[config.mk]
export PLATFORM = sky130hd
export DESIGN_NAME = modbus_write_frame_receiver
export DESIGN_NICKNAME = d
export VERILOG_FILES = /design/src/design/mwfr_pkg.sv /design/src/design/mwfr_ram.sv /design/src/design/mwfr_ctrl.sv /design/src/design/mwfr_replay.sv /design/src/design/modbus_write_frame_receiver.sv
export SDC_FILE = /design/constraint.sdc
export NUM_CORES = 1
export LEC_CHECK = 0
export ABC_AREA = 1
export BUFFER_PORTS_ARGS = -buffer_cell sky130_fd_sc_hd__buf_4
export CAP_MARGIN = 20
export CORE_UTILIZATION = 33
export CTS_CLUSTER_DIAMETER = 60
export CTS_CLUSTER_SIZE = 10
export DETAILED_ROUTE_END_ITERATION = 8
export SYNTH_ARGS = -nofsm -noshare
export SYNTH_HDL_FRONTEND = slang
export SYNTH_SLANG_ARGS = --single-unit
[constraint.sdc]
create_clock -name clk -period 3.51 [get_ports clk]
set_clock_uncertainty 0.05 [all_clocks]
set_input_delay 0.702 -clock clk [delete_from_list [all_inputs] [get_ports clk]]
set_output_delay 0.702 -clock clk [all_outputs]
set_load 0.01 [all_outputs]
[src/design/mwfr_pkg.sv]
`timescale 1ns / 1ps

package mwfr_pkg;

    // Result status codes as they appear on the status port.
    typedef enum logic [2:0] {
        ST_SINGLE_OK  = 3'd0,
        ST_MULTI_HDR  = 3'd1,
        ST_MULTI_DATA = 3'd2,
        ST_CRC_ERR    = 3'd3,
        ST_TOO_LONG   = 3'd4
    } status_t;

    // Frame parser modes.
    typedef enum logic [1:0] {
        MODE_IDLE   = 2'd0,
        MODE_FUNC   = 2'd1,
        MODE_SINGLE = 2'd2,
        MODE_MULTI  = 2'd3
    } mode_t;

    // Result sequencer states.
    typedef enum logic [1:0] {
        RP_IDLE = 2'd0,
        RP_READ = 2'd1,
        RP_WAIT = 2'd2
    } rp_state_t;

    // Configuration register indexes.
    localparam logic [1:0] REG_STATION = 2'd0;
    localparam logic [1:0] REG_SINGLE  = 2'd1;
    localparam logic [1:0] REG_MULTI   = 2'd2;

    localparam logic [7:0] STATION_RESET = 8'd1;
    localparam logic [7:0] SINGLE_RESET  = 8'd6;
    localparam logic [7:0] MULTI_RESET   = 8'd16;

    // Byte positions within a frame (the address byte is position 0).
    localparam logic [15:0] POS_REG_HI     = 16'd2;
    localparam logic [15:0] POS_REG_LO     = 16'd3;
    localparam logic [15:0] POS_BODY       = 16'd4;
    localparam logic [15:0] POS_COUNT_LO   = 16'd5;
    localparam logic [15:0] POS_MULTI_DATA = 16'd6;

    localparam logic [15:0] CRC_INIT = 16'hFFFF;
    localparam logic [15:0] CRC_POLY = 16'hA001;

    // Event handed from the frame parser to the result sequencer.
    typedef struct packed {
        status_t     status;
        logic [15:0] reg_addr;
        logic [7:0]  value;
        logic [15:0] count;
    } ev_t;

    // One byte of the reflected Modbus CRC-16.
    function automatic logic [15:0] crc_feed(input logic [15:0] crc_in, input logic [7:0] b);
        logic [15:0] c;
        c = crc_in ^ {8'h00, b};
        for (int k = 0; k < 8; k++)
        begin
            if (c[0])
            begin
                c = (c >> 1) ^ CRC_POLY;
            end
            else
            begin
                c = c >> 1;
            end
        end
        return c;
    endfunction

endpackage

[src/design/mwfr_ram.sv]
`timescale 1ns / 1ps

module mwfr_ram #(
    parameter int WIDTH = 8,
    parameter int DEPTH = 32,
    localparam int AW = (DEPTH > 1) ? $clog2(DEPTH) : 1
) (
    input  logic             clk,
    input  logic             we,
    input  logic [AW-1:0]    waddr,
    input  logic [WIDTH-1:0] wdata,
    input  logic             re,
    input  logic [AW-1:0]    raddr,
    output logic [WIDTH-1:0] rdata
);

    logic [WIDTH-1:0] mem [DEPTH];
    logic [WIDTH-1:0] rdata_reg;

    always_ff @(posedge clk)
    begin
        if (we)
        begin
            mem[waddr] <= wdata;
        end
        if (re)
        begin
            rdata_reg <= mem[raddr];
        end
    end

    assign rdata = rdata_reg;

endmodule

[src/design/mwfr_ctrl.sv]
`timescale 1ns / 1ps

module mwfr_ctrl import mwfr_pkg::*; #(
    parameter int MAX_DATA = 32,
    localparam int AW = (MAX_DATA > 1) ? $clog2(MAX_DATA) : 1
) (
    input  logic          clk,
    input  logic          rst_n,
    input  logic          in_valid,
    output logic          in_stall,
    input  logic [7:0]    rx_byte,
    input  logic          frame_start,
    input  logic [7:0]    station_address,
    input  logic [7:0]    single_write_code,
    input  logic [7:0]    multi_write_code,
    input  logic          rp_busy,
    input  logic          ev_take,
    output logic          ev_valid,
    output ev_t           ev,
    output logic          ram_we,
    output logic [AW-1:0] ram_waddr,
    output logic [7:0]    ram_wdata
);

    // Position never exceeds the last CRC byte of the longest accepted frame.
    localparam int PW = $clog2(MAX_DATA + 9);

    mode_t        mode_reg,  mode_next;
    logic [PW-1:0] pos_reg,  pos_next;
    logic [15:0]  crc_reg,   crc_next;
    logic [7:0]   rlo_reg,   rlo_next;
    logic [15:0]  start_reg, start_next;
    logic [15:0]  count_reg, count_next;
    logic [7:0]   sval_reg,  sval_next;
    logic         ev_valid_reg;
    ev_t          ev_reg;

    logic         accept;
    logic         ev_set;
    ev_t          ev_new;
    logic [15:0]  pos16;
    logic [15:0]  crc_upd;
    logic [15:0]  cnt_new;
    logic [15:0]  end16;
    logic [15:0]  rx_crc;
    logic [15:0]  waddr_wide;
    logic         too_long;

    assign accept     = in_valid && !in_stall;
    assign in_stall   = ev_valid_reg || rp_busy;
    assign pos16      = {{(16 - PW){1'b0}}, pos_reg};
    assign crc_upd    = crc_feed(crc_reg, rx_byte);
    assign cnt_new    = {count_reg[7:0], rx_byte};
    assign end16      = count_reg + POS_MULTI_DATA;
    assign rx_crc     = {rx_byte, rlo_reg};
    assign waddr_wide = pos16 - POS_MULTI_DATA;
    assign too_long   = (pos16 == POS_COUNT_LO) && (cnt_new > 16'(MAX_DATA));

    // Frame mode transitions.
    always_comb
    begin
        mode_next = mode_reg;
        if (accept)
        begin
            if (frame_start)
            begin
                mode_next = (rx_byte == station_address) ? MODE_FUNC : MODE_IDLE;
            end
            else
            begin
                case (mode_reg)
                    MODE_IDLE:
                    begin
                        mode_next = MODE_IDLE;
                    end
                    MODE_FUNC:
                    begin
                        if (rx_byte == single_write_code)
                        begin
                            mode_next = MODE_SINGLE;
                        end
                        else if (rx_byte == multi_write_code)
                        begin
                            mode_next = MODE_MULTI;
                        end
                        else
                        begin
                            mode_next = MODE_IDLE;
                        end
                    end
                    MODE_SINGLE:
                    begin
                        if (pos16 >= POS_MULTI_DATA)
                        begin
                            mode_next = MODE_IDLE;
                        end
                    end
                    MODE_MULTI:
                    begin
                        if (too_long || (pos16 > end16))
                        begin
                            mode_next = MODE_IDLE;
                        end
                    end
                    default:
                    begin
                        mode_next = MODE_IDLE;
                    end
                endcase
            end
        end
    end

    // Frame fields, CRC, buffer writes and result events.
    always_comb
    begin
        pos_next   = pos_reg;
        crc_next   = crc_reg;
        rlo_next   = rlo_reg;
        start_next = start_reg;
        count_next = count_reg;
        sval_next  = sval_reg;
        ram_we     = 1'b0;
        ev_set     = 1'b0;
        ev_new     = '{status: ST_SINGLE_OK, reg_addr: start_reg, value: 8'd0, count: 16'd0};
        if (accept)
        begin
            if (frame_start)
            begin
                pos_next   = PW'(1);
                crc_next   = crc_feed(CRC_INIT, rx_byte);
                rlo_next   = 8'd0;
                start_next = 16'd0;
                count_next = 16'd0;
                sval_next  = 8'd0;
            end
            else if (mode_reg != MODE_IDLE)
            begin
                pos_next = pos_reg + PW'(1);
                if (mode_reg == MODE_FUNC)
                begin
                    crc_next = crc_upd;
                end
                else if ((pos16 == POS_REG_HI) || (pos16 == POS_REG_LO))
                begin
                    crc_next   = crc_upd;
                    start_next = {start_reg[7:0], rx_byte};
                end
                else if (mode_reg == MODE_SINGLE)
                begin
                    if (pos16 == POS_BODY)
                    begin
                        crc_next  = crc_upd;
                        sval_next = rx_byte;
                    end
                    else if (pos16 == POS_COUNT_LO)
                    begin
                        rlo_next = rx_byte;
                    end
                    else
                    begin
                        ev_set = 1'b1;
                        if (rx_crc == crc_reg)
                        begin
                            ev_new.status = ST_SINGLE_OK;
                            ev_new.value  = sval_reg;
                        end
                        else
                        begin
                            ev_new.status = ST_CRC_ERR;
                        end
                    end
                end
                else
                begin
                    if ((pos16 == POS_BODY) || (pos16 == POS_COUNT_LO))
                    begin
                        crc_next   = crc_upd;
                        count_next = cnt_new;
                        if (too_long)
                        begin
                            ev_set        = 1'b1;
                            ev_new.status = ST_TOO_LONG;
                            ev_new.count  = cnt_new;
                        end
                    end
                    else if (pos16 < end16)
                    begin
                        crc_next = crc_upd;
                        ram_we   = 1'b1;
                    end
                    else if (pos16 == end16)
                    begin
                        rlo_next = rx_byte;
                    end
                    else
                    begin
                        ev_set        = 1'b1;
                        ev_new.status = (rx_crc == crc_reg) ? ST_MULTI_HDR : ST_CRC_ERR;
                        ev_new.count  = count_reg;
                    end
                end
            end
        end
    end

    assign ram_waddr = waddr_wide[AW-1:0];
    assign ram_wdata = rx_byte;
    assign ev_valid  = ev_valid_reg;
    assign ev        = ev_reg;

    always_ff @(posedge clk or negedge rst_n)
    begin
        if (!rst_n)
        begin
            mode_reg     <= MODE_IDLE;
            pos_reg      <= '0;
            crc_reg      <= CRC_INIT;
            rlo_reg      <= 8'd0;
            start_reg    <= 16'd0;
            count_reg    <= 16'd0;
            sval_reg     <= 8'd0;
            ev_valid_reg <= 1'b0;
        end
        else
        begin
            mode_reg  <= mode_next;
            pos_reg   <= pos_next;
            crc_reg   <= crc_next;
            rlo_reg   <= rlo_next;
            start_reg <= start_next;
            count_reg <= count_next;
            sval_reg  <= sval_next;
            if (ev_set)
            begin
                ev_valid_reg <= 1'b1;
            end
            else if (ev_take)
            begin
                ev_valid_reg <= 1'b0;
            end
        end
    end

    always_ff @(posedge clk)
    begin
        if (ev_set)
        begin
            ev_reg <= ev_new;
        end
    end

endmodule

[src/design/mwfr_replay.sv]
`timescale 1ns / 1ps

module mwfr_replay import mwfr_pkg::*; #(
    parameter int MAX_DATA = 32,
    localparam int AW = (MAX_DATA > 1) ? $clog2(MAX_DATA) : 1
) (
    input  logic          clk,
    input  logic          rst_n,
    input  logic          ev_valid,
    input  ev_t           ev,
    output logic          ev_take,
    output logic          rp_busy,
    output logic          ram_re,
    output logic [AW-1:0] ram_raddr,
    input  logic [7:0]    ram_rdata,
    output logic          out_valid,
    input  logic          out_stall,
    output logic [2:0]    status,
    output logic [15:0]   reg_address,
    output logic [7:0]    value,
    output logic [15:0]   byte_count,
    output logic          last
);

    localparam int IW = $clog2(MAX_DATA + 1);

    rp_state_t     state_reg, state_next;
    logic [IW-1:0] idx_reg;
    logic [IW-1:0] cnt_reg;
    logic [15:0]   regaddr_reg;
    logic          out_valid_reg;
    status_t       status_reg;
    logic [15:0]   reg_address_reg;
    logic [7:0]    value_reg;
    logic [15:0]   byte_count_reg;
    logic          last_reg;

    logic          slot_free;
    logic          idx_last;
    logic          load_data;
    logic          has_data;

    assign slot_free = !out_valid_reg || !out_stall;
    assign idx_last  = (idx_reg + IW'(1)) == cnt_reg;
    assign has_data  = (ev.status == ST_MULTI_HDR) && (ev.count != 16'd0);

    always_comb
    begin
        state_next = state_reg;
        case (state_reg)
            RP_IDLE:
            begin
                if (ev_valid && slot_free && has_data)
                begin
                    state_next = RP_READ;
                end
            end
            RP_READ:
            begin
                state_next = RP_WAIT;
            end
            RP_WAIT:
            begin
                if (slot_free)
                begin
                    state_next = idx_last ? RP_IDLE : RP_READ;
                end
            end
            default:
            begin
                state_next = RP_IDLE;
            end
        endcase
    end

    always_comb
    begin
        ev_take   = (state_reg == RP_IDLE) && ev_valid && slot_free;
        ram_re    = (state_reg == RP_READ);
        load_data = (state_reg == RP_WAIT) && slot_free;
        rp_busy   = (state_reg != RP_IDLE);
    end

    assign ram_raddr = idx_reg[AW-1:0];

    always_ff @(posedge clk or negedge rst_n)
    begin
        if (!rst_n)
        begin
            state_reg     <= RP_IDLE;
            out_valid_reg <= 1'b0;
        end
        else
        begin
            state_reg <= state_next;
            if (ev_take || load_data)
            begin
                out_valid_reg <= 1'b1;
            end
            else if (!out_stall)
            begin
                out_valid_reg <= 1'b0;
            end
        end
    end

    always_ff @(posedge clk)
    begin
        if (ev_take)
        begin
            idx_reg         <= '0;
            cnt_reg         <= ev.count[IW-1:0];
            regaddr_reg     <= ev.reg_addr;
            status_reg      <= ev.status;
            reg_address_reg <= ev.reg_addr;
            value_reg       <= ev.value;
            byte_count_reg  <= ev.count;
            last_reg        <= !has_data;
        end
        else if (load_data)
        begin
            idx_reg         <= idx_reg + IW'(1);
            status_reg      <= ST_MULTI_DATA;
            reg_address_reg <= regaddr_reg;
            value_reg       <= ram_rdata;
            byte_count_reg  <= {{(16 - IW){1'b0}}, idx_reg};
            last_reg        <= idx_last;
        end
    end

    assign out_valid   = out_valid_reg;
    assign status      = status_reg;
    assign reg_address = reg_address_reg;
    assign value       = value_reg;
    assign byte_count  = byte_count_reg;
    assign last        = last_reg;

`ifndef NO_ASSERTIONS
    // While data bytes are being replayed the index stays inside the frame.
    a_idx_in_range: assert property (@(posedge clk) disable iff (!rst_n)
        (state_reg != RP_IDLE) |-> (idx_reg < cnt_reg))
        else $error("replay index beyond data count");

    // A result that is not the last of its frame is always followed by more work.
    a_not_last_busy: assert property (@(posedge clk) disable iff (!rst_n)
        (out_valid_reg && !last_reg) |-> (state_reg != RP_IDLE))
        else $error("non-final result with sequencer idle");

    // The parser must not raise a new event while a frame is being replayed.
    a_no_event_busy: assert property (@(posedge clk) disable iff (!rst_n)
        rp_busy |-> !ev_valid)
        else $error("event raised during replay");

    // Buffer data is only taken after a read has been issued.
    a_read_before_use: assert property (@(posedge clk) disable iff (!rst_n)
        (state_reg == RP_WAIT && $past(state_reg) != RP_WAIT) |-> $past(ram_re))
        else $error("buffer data used without a read");
`endif

endmodule

[src/design/modbus_write_frame_receiver.sv]
`timescale 1ns / 1ps

// Channel   Handshake                Payload
// cfg       cfg_we                   cfg_index, cfg_data
// input     in_valid / in_stall      rx_byte, frame_start
// output    out_valid / out_stall    status, reg_address, value, byte_count, last
//
// A frame byte is taken whenever it is valid and not stalled. After a byte that
// ends a frame with a result, input is stalled while the event passes to the
// sequencer. A good multi write sends its header via the event and output
// registers, then each data item by a buffer read (RP_READ) and load (RP_WAIT).
// Input is stalled for the whole replay; an output stall holds the sequencer.
// Reset clears all control state; the data buffer needs no clearing pass.
module modbus_write_frame_receiver import mwfr_pkg::*; #(
    parameter int MAX_DATA = 32
) (
    input  logic        clk,
    input  logic        rst_n,
    input  logic        cfg_we,
    input  logic [1:0]  cfg_index,
    input  logic [7:0]  cfg_data,
    input  logic        in_valid,
    output logic        in_stall,
    input  logic [7:0]  rx_byte,
    input  logic        frame_start,
    output logic        out_valid,
    input  logic        out_stall,
    output logic [2:0]  status,
    output logic [15:0] reg_address,
    output logic [7:0]  value,
    output logic [15:0] byte_count,
    output logic        last
);

    localparam int AW = (MAX_DATA > 1) ? $clog2(MAX_DATA) : 1;

    // Configuration registers; the user must write them only while the block is idle, as the block does not enforce it.
    logic [7:0] station_reg;
    logic [7:0] single_reg;
    logic [7:0] multi_reg;

    // Parser to sequencer hand-over.
    logic          ev_valid;
    ev_t           ev;
    logic          ev_take;
    logic          rp_busy;

    // Data buffer ports.
    logic          ram_we;
    logic [AW-1:0] ram_waddr;
    logic [7:0]    ram_wdata;
    logic          ram_re;
    logic [AW-1:0] ram_raddr;
    logic [7:0]    ram_rdata;

    always_ff @(posedge clk or negedge rst_n)
    begin
        if (!rst_n)
        begin
            station_reg <= STATION_RESET;
            single_reg  <= SINGLE_RESET;
            multi_reg   <= MULTI_RESET;
        end
        else if (cfg_we)
        begin
            case (cfg_index)
                REG_STATION:
                begin
                    station_reg <= cfg_data;
                end
                REG_SINGLE:
                begin
                    single_reg <= cfg_data;
                end
                REG_MULTI:
                begin
                    multi_reg <= cfg_data;
                end
                default:
                begin
                    // Writes beyond the register list are ignored.
                end
            endcase
        end
    end

    // The parser follows the frame byte by byte, keeps the running CRC and
    // writes multi write data into the buffer.
    mwfr_ctrl #(
        .MAX_DATA (MAX_DATA)
    ) u_ctrl (
        .clk               (clk),
        .rst_n             (rst_n),
        .in_valid          (in_valid),
        .in_stall          (in_stall),
        .rx_byte           (rx_byte),
        .frame_start       (frame_start),
        .station_address   (station_reg),
        .single_write_code (single_reg),
        .multi_write_code  (multi_reg),
        .rp_busy           (rp_busy),
        .ev_take           (ev_take),
        .ev_valid          (ev_valid),
        .ev                (ev),
        .ram_we            (ram_we),
        .ram_waddr         (ram_waddr),
        .ram_wdata         (ram_wdata)
    );

    // The buffer holds the data bytes of one multi write frame.
    mwfr_ram #(
        .WIDTH (8),
        .DEPTH (MAX_DATA)
    ) u_ram (
        .clk   (clk),
        .we    (ram_we),
        .waddr (ram_waddr),
        .wdata (ram_wdata),
        .re    (ram_re),
        .raddr (ram_raddr),
        .rdata (ram_rdata)
    );

    // The sequencer turns each event into results and replays buffered data
    // through the output register.
    mwfr_replay #(
        .MAX_DATA (MAX_DATA)
    ) u_replay (
        .clk         (clk),
        .rst_n       (rst_n),
        .ev_valid    (ev_valid),
        .ev          (ev),
        .ev_take     (ev_take),
        .rp_busy     (rp_busy),
        .ram_re      (ram_re),
        .ram_raddr   (ram_raddr),
        .ram_rdata   (ram_rdata),
        .out_valid   (out_valid),
        .out_stall   (out_stall),
        .status      (status),
        .reg_address (reg_address),
        .value       (value),
        .byte_count  (byte_count),
        .last        (last)
    );

endmodule
# Word-level counts from Yosys, hierarchy flattened
# Memory sizes are Yosys's and may differ from the RTL's. A register that Yosys moved wholly into a read port is not among the register bits.
# Index checks and enable logic that the tools add are counted.
[word_totals] output_inout_bits=46 register_bits=215 inputBits=24 n_memories=1 mem_bits_rw=256
[op_classes] magnitude_cmp=4 addsub=4 n_mux=126 reduce_logical=47 n_eq_ne=31 bitwise_logic=22
[memory_table] name="u_ram.mem" depth=32 width=8 read_ports=1 rd_clocked_by_memory_dff=1 write_ports=1 line_no="mwfr_ram.sv:17" source="logic [WIDTH-1:0] mem [DEPTH];"
[ops] op="$mux W16" n=56
[ops] op="$mux W8" n=18
[ops] op="$not A2 Y3" n=16
[ops] op="$mux W1" n=30
[ops] op="$mux W3" n=9
[ops] op="$eq A8 B8 Y1" n=3
[ops] op="$mux W2" n=9
[ops] op="$reduce_bool A2 Y1" n=9
[ops] op="$add A16 B3 Y16 const B" n=1
[ops] op="$eq A16 B16 Y1" n=1
[ops] op="$eq A6 B16 Y1" n=1
[ops] op="$gt A16 B6 Y1 const B" n=1
[ops] op="$gt A6 B16 Y1" n=1
[ops] op="$lt A6 B16 Y1" n=1
[ops] op="$not A8 Y16" n=1
[ops] op="$reduce_bool A16 Y1" n=1
[ops] op="$xor A16 B8 Y16" n=1
[ops] op="$add A6 B1 Y6 const B" n=2
[ops] op="$eq A6 B2 Y1 const B" n=2
[ops] op="$eq A6 B3 Y1 const B" n=2
[ops] op="$mux W6" n=2
[ops] op="$ne A3 B2 Y1 const B" n=4
[ops] op="$reduce_and A6 Y1" n=2
[ops] op="$reduce_and A2 Y1" n=5
[ops] op="25 further kinds" n=56

# Logic depth before layout (Yosys ltp)
[depth] ltp_word=32 mapped_depth=17 depth_no_buf=16

# Cells and area by module
# Synthesis repeated with hierarchy kept, for this count alone.
[unflattened] cells_unflattened=2109 hier_area_um2=21634.5
[by_module_without_submodules] mod="mwfr_ram" area_per_inst_um2=10866.7 seq_area_each_um2=7927.6 cells_each=922 instances=1
[by_module_without_submodules] mod="mwfr_ctrl" area_per_inst_um2=6540.0 seq_area_each_um2=3138.0 cells_each=783 instances=1
[by_module_without_submodules] mod="mwfr_replay" area_per_inst_um2=3171.8 seq_area_each_um2=2177.1 cells_each=297 instances=1
[by_module_without_submodules] mod="modbus_write_frame_receiver" area_per_inst_um2=1056.0 seq_area_each_um2=605.6 cells_each=107 instances=1

# Worst setup path after synthesis
# Ideal clock, no wire load.
[synth_timing] kind="input -> register" startpoint="input rx_byte[7]" endpoint="register u_ctrl.ev_reg (netlist bit u_ctrl.ev[0]), enable pin" required_time_ns=3.059 arrival_time_ns=2.953 path_buffers=1 slack_ns=0.106 cell_stages=10 setup_time_ns=0.401 path_cell_list="clkbuf_1 > inv_1 > ha_1 > nand4_1 > nand2_1 > a21oi_1 > inv_1 > nor2_1 > inv_1 > nand2_1"
[synth_via] elab_chain_len=10
[synth_lines] item="from (decl)" line_no="modbus_write_frame_receiver.sv:24" source="input logic [7:0] rx_byte,"
[synth_lines] item="$gt A16 B6 Y1" line_no="mwfr_ctrl.sv:57" source="assign too_long = (pos16 == POS_COUNT_LO) && (cnt_new > 16'(MAX_DATA));"
[synth_lines] item="$logic_and A1 B1 Y1" line_no="mwfr_ctrl.sv:57"
[synth_lines] item="$mux W1" line_no="mwfr_ctrl.sv:180" source="if (too_long)"
[synth_lines] item="$mux W1" line_no="mwfr_ctrl.sv:176" source="if ((pos16 == POS_BODY) || (pos16 == POS_COUNT_LO))"
[synth_lines] item="$mux W1" line_no="mwfr_ctrl.sv:149" source="else if (mode_reg == MODE_SINGLE)"
[synth_lines] item="$mux W1" line_no="mwfr_ctrl.sv:144" source="else if ((pos16 == POS_REG_HI) || (pos16 == POS_REG_LO))"
[synth_lines] item="$mux W1" line_no="mwfr_ctrl.sv:140" source="if (mode_reg == MODE_FUNC)"
[synth_lines] item="$mux W1" line_no="mwfr_ctrl.sv:137" source="else if (mode_reg != MODE_IDLE)"
[synth_lines] item="$mux W1" line_no="mwfr_ctrl.sv:128" source="if (frame_start)"
[synth_lines] item="$mux W1" line_no="mwfr_ctrl.sv:126" source="if (accept)"
[synth_lines] item="net u_ctrl.ev_set" line_no="mwfr_ctrl.sv:39" source="logic ev_set;"
[synth_lines] item="to (signal assigned)" line_no="mwfr_ctrl.sv:249" source="ev_reg <= ev_new;"
[synth_lines] item="to (decl)" line_no="mwfr_ctrl.sv:36" source="ev_t ev_reg;"
# The timed path passes the listed nets, and every way through them passes these cells.
# A chain may end at the register's enable or synchronous reset.

# Worst setup path in the final report
[layout_timing] startpoint="register u_ctrl.count_reg[2]" endpoint="memory u_ram.mem[0][3], enable pin"
[layout_via] elab_chain_len=12
[layout_lines] item="from (decl)" line_no="mwfr_ctrl.sv:33" source="logic [15:0] count_reg, count_next;"
[layout_lines] item="from (signal assigned)" line_no="mwfr_ctrl.sv:232" source="count_reg <= count_next;"
[layout_lines] item="$add A16 B3 Y16" line_no="mwfr_ctrl.sv:54" source="assign end16 = count_reg + POS_MULTI_DATA;"
[layout_lines] item="$lt A6 B16 Y1" line_no="mwfr_ctrl.sv:187" source="else if (pos16 < end16)"
[layout_lines] item="$mux W1" line_no="mwfr_ctrl.sv:187"
[layout_lines] item="$mux W1" line_no="mwfr_ctrl.sv:176"
[layout_lines] item="$mux W1" line_no="mwfr_ctrl.sv:149"
[layout_lines] item="$mux W1" line_no="mwfr_ctrl.sv:144"
[layout_lines] item="$mux W1" line_no="mwfr_ctrl.sv:140"
[layout_lines] item="$mux W1" line_no="mwfr_ctrl.sv:137"
[layout_lines] item="$mux W1" line_no="mwfr_ctrl.sv:128"
[layout_lines] item="$mux W1" line_no="mwfr_ctrl.sv:126"
[layout_lines] item="$mux W1" line_no="mwfr_ram.sv:22" source="if (we)"
[layout_lines] item="$mux W1 (implied by the code)" line_no="mwfr_ram.sv:24" source="mem[waddr] <= wdata;"
[layout_lines] item="to (decl)" line_no="mwfr_ram.sv:17"
# Every way passes these cells.

==> results.md <==
* Status: complete, no violations
* Die H at 252.6 um
* Post-synthesis register bit count at 479
* Resize count post-CTS at 0
* Pleak at 9.001 nW
* Row cnt at 91
* Starting Density at 33.47%
* CTS buffer count at 56
* Drt first pass iters at 5
* Worst skew pair latency at 0.62 ns
* PwrDens at 708.4 nW/um^2
* Fin cells at 2911
* Crit share post-route at 90.63%
* CP bufs+invs at 6
* Share of cells above drive strength 1 at 12.83%
* Met2 wire length at 27120 um
* Synth warnings at 0
* Delay of the slowest cell on the worst path at 0.47 ns
* Hold buffer count at cts at 0
* H-tree depth at 2
* Clk pin slew, worst setup/hold paths at 0.06 ns
* Initial antenna violation count at 0
* Rel. slew slack at 56.07%
* Req. time, crit path at 3.75 ns
* Synthesized area at 20730 um^2
* Max reg flops at 256
* Main synth FF type: edfxtp_1
* Type of destination of the critical path: register
* Overall Global Routing Usage at 17.40%
* Crit-path cells: inv_1, ha_1, nor2_4, xor2_1, ha_1, nand2_1, inv_1, nand3_2, inv_1, nand2_1, nand2_1, nand2_2, nand3_1, inv_1, nand2_1, buf_4, nor2_1, buf_4
* Reg2Reg Depth at 18
* Ports at 70
* Setup bufs post-CTS at 0
* Sequential cell area fraction in the yosys report at 66.80%
* Post-route setup TNS at 0 ns
* Grt total ovfl at 0
* Number of diodes at 0
* Number of synthesized flops with an enable pin at 373
* Met3 wire length at 2754 um
* Int Pwr at 11.32 mW
* Worst hold path type: input pin to async pin
* Routed wire length per instance at 19.17 um
* Residual DRC count at 0
* Vias per cell at 4.985
* Mapped Cells at 1915
* Post-layout net count at 2069
* Crit path max-delay family: simple AND/OR/NAND/NOR gates
* Critical path data arrival time at 3.42 ns
* Unrepaired setup endpoints after global routing: false
* Logic gate share of total power at 26.9%
* Slew @ Worst Pin at 0.6589 ns
* Vias at 14510
* Startpoint type of the worst setup path: register
* WL met1 at 23730 um
* Synth cell types at 48
* Starting DRT DRC Count at 1019
* Estimated wirelength of the detail-placed design at 37620 um
* Final Hold Fails at 0
* Instance count on the critical path at 18
* Area Overhead vs Synth at 17.04%
* Clk buf depth at 3
* Post-Route WL at 55790 um
* Fin crit period at 3.181 ns
* DRT antenna net count at 0
* Die area at 63830 um^2
* Placer Congestion at 0.8966
* Placed cells at 2806
* Setup violators final at 0
* Mean area per synthesized cell at 10.83 um^2
* R2r setup slk at 0.33 ns
* PortBufs at 69
* Pin count of the biggest net entering global routing at 130
* Sw Share at 34.15%
* Clock tree from TritonCTS: built
* Max-slew violation count at 0
* Clk network pwr share at 31.2%
* Place WS at 0.3833 ns
* CTS Root Cell: clkbuf_16
* Async S/R FF share, synth at 20.88%
* Fmax at 314.4 MHz
* Worst Path Max Fanout at 8
* Reg power frac at 41.9%
* Vias in the first global route at 14280
* Top Metal Used: met4
* CP max stage cell: dfrtp_1
* Max IR drop VDD at 0.0004135 V
* Clk sinks at 479
* PnR worst setup slack at 0.3289 ns
* Die width at 252.6 um
* First-pass GRT wire length at 84400 um
* FF-to-FF Start: u_ctrl.count_reg[2]
* MaxCap Viol Count at 0
* Reg2Reg Capture Point: u_ram.mem[0][3]
* CORE AREA at 61940 um^2
* Sw Pwr at 5.870 mW
* Setup CP Type: register to register
* Mapped Nets at 1957
==> through the flow <==
stage	area (um^2)	power [mW]	hold slack (ns)	utilization (%)
after global placement	22570	11.86	0.3821	36.44
final	24260	17.19	0.1026	39.17
after floorplan	20730	10.17	0.3564	-
after global routing	24260	18.05	0.1299	39.17
after detailed placement	22570	11.90	0.3842	36.44
after CTS	24260	17.28	0.1031	39.17
==> cell families after synthesis <==
| kind of cell | after synthesis | synth area share (%) |
|---|---|---|
| fa+ha+maj | 18 | 1.086 |
| flops | 479 | 66.80 |
| compound gates | 378 | 10.31 |
| simple gates | 758 | 15.25 |
| buf+inv | 228 | 4.279 |
| xor+xnor | 54 | 2.281 |
==> power by group through the flow <==
stage	Sequential [mW]	Clock (mW)	Combinational [mW]
after floorplan	7.08	0	3.09
after global placement	7.30	0	4.56
after detailed placement	7.31	0	4.59
after CTS	7.20	5.48	4.61
after global routing	7.26	5.68	5.12
final	7.20	5.37	4.62
==> layer usage <==
layer  vias to the layer above  track usage [%]
met3                       114            2.781
met5                         -                0
li1                       6876                -
met1                      7100            22.25
met2                       422            29.19
met4                         0            7.325
==> area by class of cell <==
type | instances | area (um^2)
fillers | 5989 | 37670
multi-input cells | 1208 | 6003
clock buffers | 98 | 1590
repair buffers | 148 | 1161
inverters | 134 | 504.2
well taps | 837 | 1047
clock inverters | 7 | 105.1
flip-flops and latches | 479 | 13850
==> synth_stat cells (2+ instances only) <==
library cell | number | area (um^2)
or2_2 | 8 | 50.05
a211oi_1 | 2 | 15.01
xor2_1 | 31 | 271.5
nor2_1 | 271 | 1017
clkinv_1 | 5 | 18.77
dfrtp_1 | 80 | 2002
nand4_1 | 15 | 93.84
o21ai_0 | 252 | 1261
buf_4 | 4 | 30.03
buf_2 | 13 | 65.06
buf_1 | 5 | 18.77
nor4b_1 | 2 | 17.52
xnor2_1 | 23 | 201.4
dfxtp_1 | 6 | 120.1
o221ai_1 | 38 | 332.8
nand2_2 | 7 | 43.79
a31oi_1 | 8 | 50.05
edfxtp_1 | 373 | 11200
nor2_2 | 4 | 25.02
nor4_1 | 10 | 62.56
clkbuf_1 | 72 | 270.3
ha_1 | 18 | 225.2
nor2_4 | 2 | 22.52
a21oi_1 | 29 | 145.1
nor3_1 | 7 | 35.03
inv_1 | 129 | 484.2
nand2_1 | 342 | 1284
o22ai_1 | 34 | 212.7
dfstp_2 | 20 | 525.5
a32oi_1 | 6 | 52.55
o21ai_1 | 2 | 10.01
nand3_1 | 81 | 405.4
==> cell usage in the layout, fill, tap and decap left out, types with 6 or more instances in the layout <==
master | netlist | routed
nor3_1 | 7 | 6
inv_1 | 129 | 128
dfrtp_1 | 80 | 80
nand3_1 | 81 | 81
o22ai_1 | 34 | 34
nor4_1 | 10 | 10
nand2_1 | 342 | 341
a21oi_1 | 29 | 29
a31oi_1 | 8 | 8
nand2_2 | 7 | 8
a32oi_1 | 6 | 6
xnor2_1 | 23 | 23
buf_4 | 4 | 144
dfstp_2 | 20 | 20
nor2_1 | 271 | 271
o21ai_0 | 252 | 252
nand4_1 | 15 | 15
ha_1 | 18 | 18
edfxtp_1 | 373 | 373
clkbuf_16 | 0 | 57
clkinv_1 | 5 | 6
o221ai_1 | 38 | 38
clkbuf_1 | 72 | 40
xor2_1 | 31 | 31
or2_2 | 8 | 8
==> worst reg2reg max path, delay by kind of cell (launching register included) <==
| family | cells | cell delay (ns) |
|---|---|---|
| and+or+nand+nor | 9 | 0.97 |
| buffers and inverters | 6 | 0.71 |
| adders and majority gates | 2 | 0.50 |
| DFF | 1 | 0.47 |
| xor gates and xnor gates | 1 | 0.18 |
==> how the worst max path moves through the flow <==
stage                        startpoint                to  slack (ns)
finish              u_ctrl.count_reg[2]   u_ram.mem[0][3]        0.33
global route        u_ctrl.count_reg[2]  u_ram.mem[24][4]        0.07
CTS                 u_ctrl.count_reg[2]   u_ram.mem[4][0]        0.36
detailed placement  u_ctrl.count_reg[2]  u_ram.mem[24][2]        0.38
global placement    u_ctrl.count_reg[2]   u_ram.mem[4][4]        0.39
floorplan                    rx_byte[7]      u_ctrl.ev[0]        0.11
No activity file was read; power rests on OpenSTA's default activity.
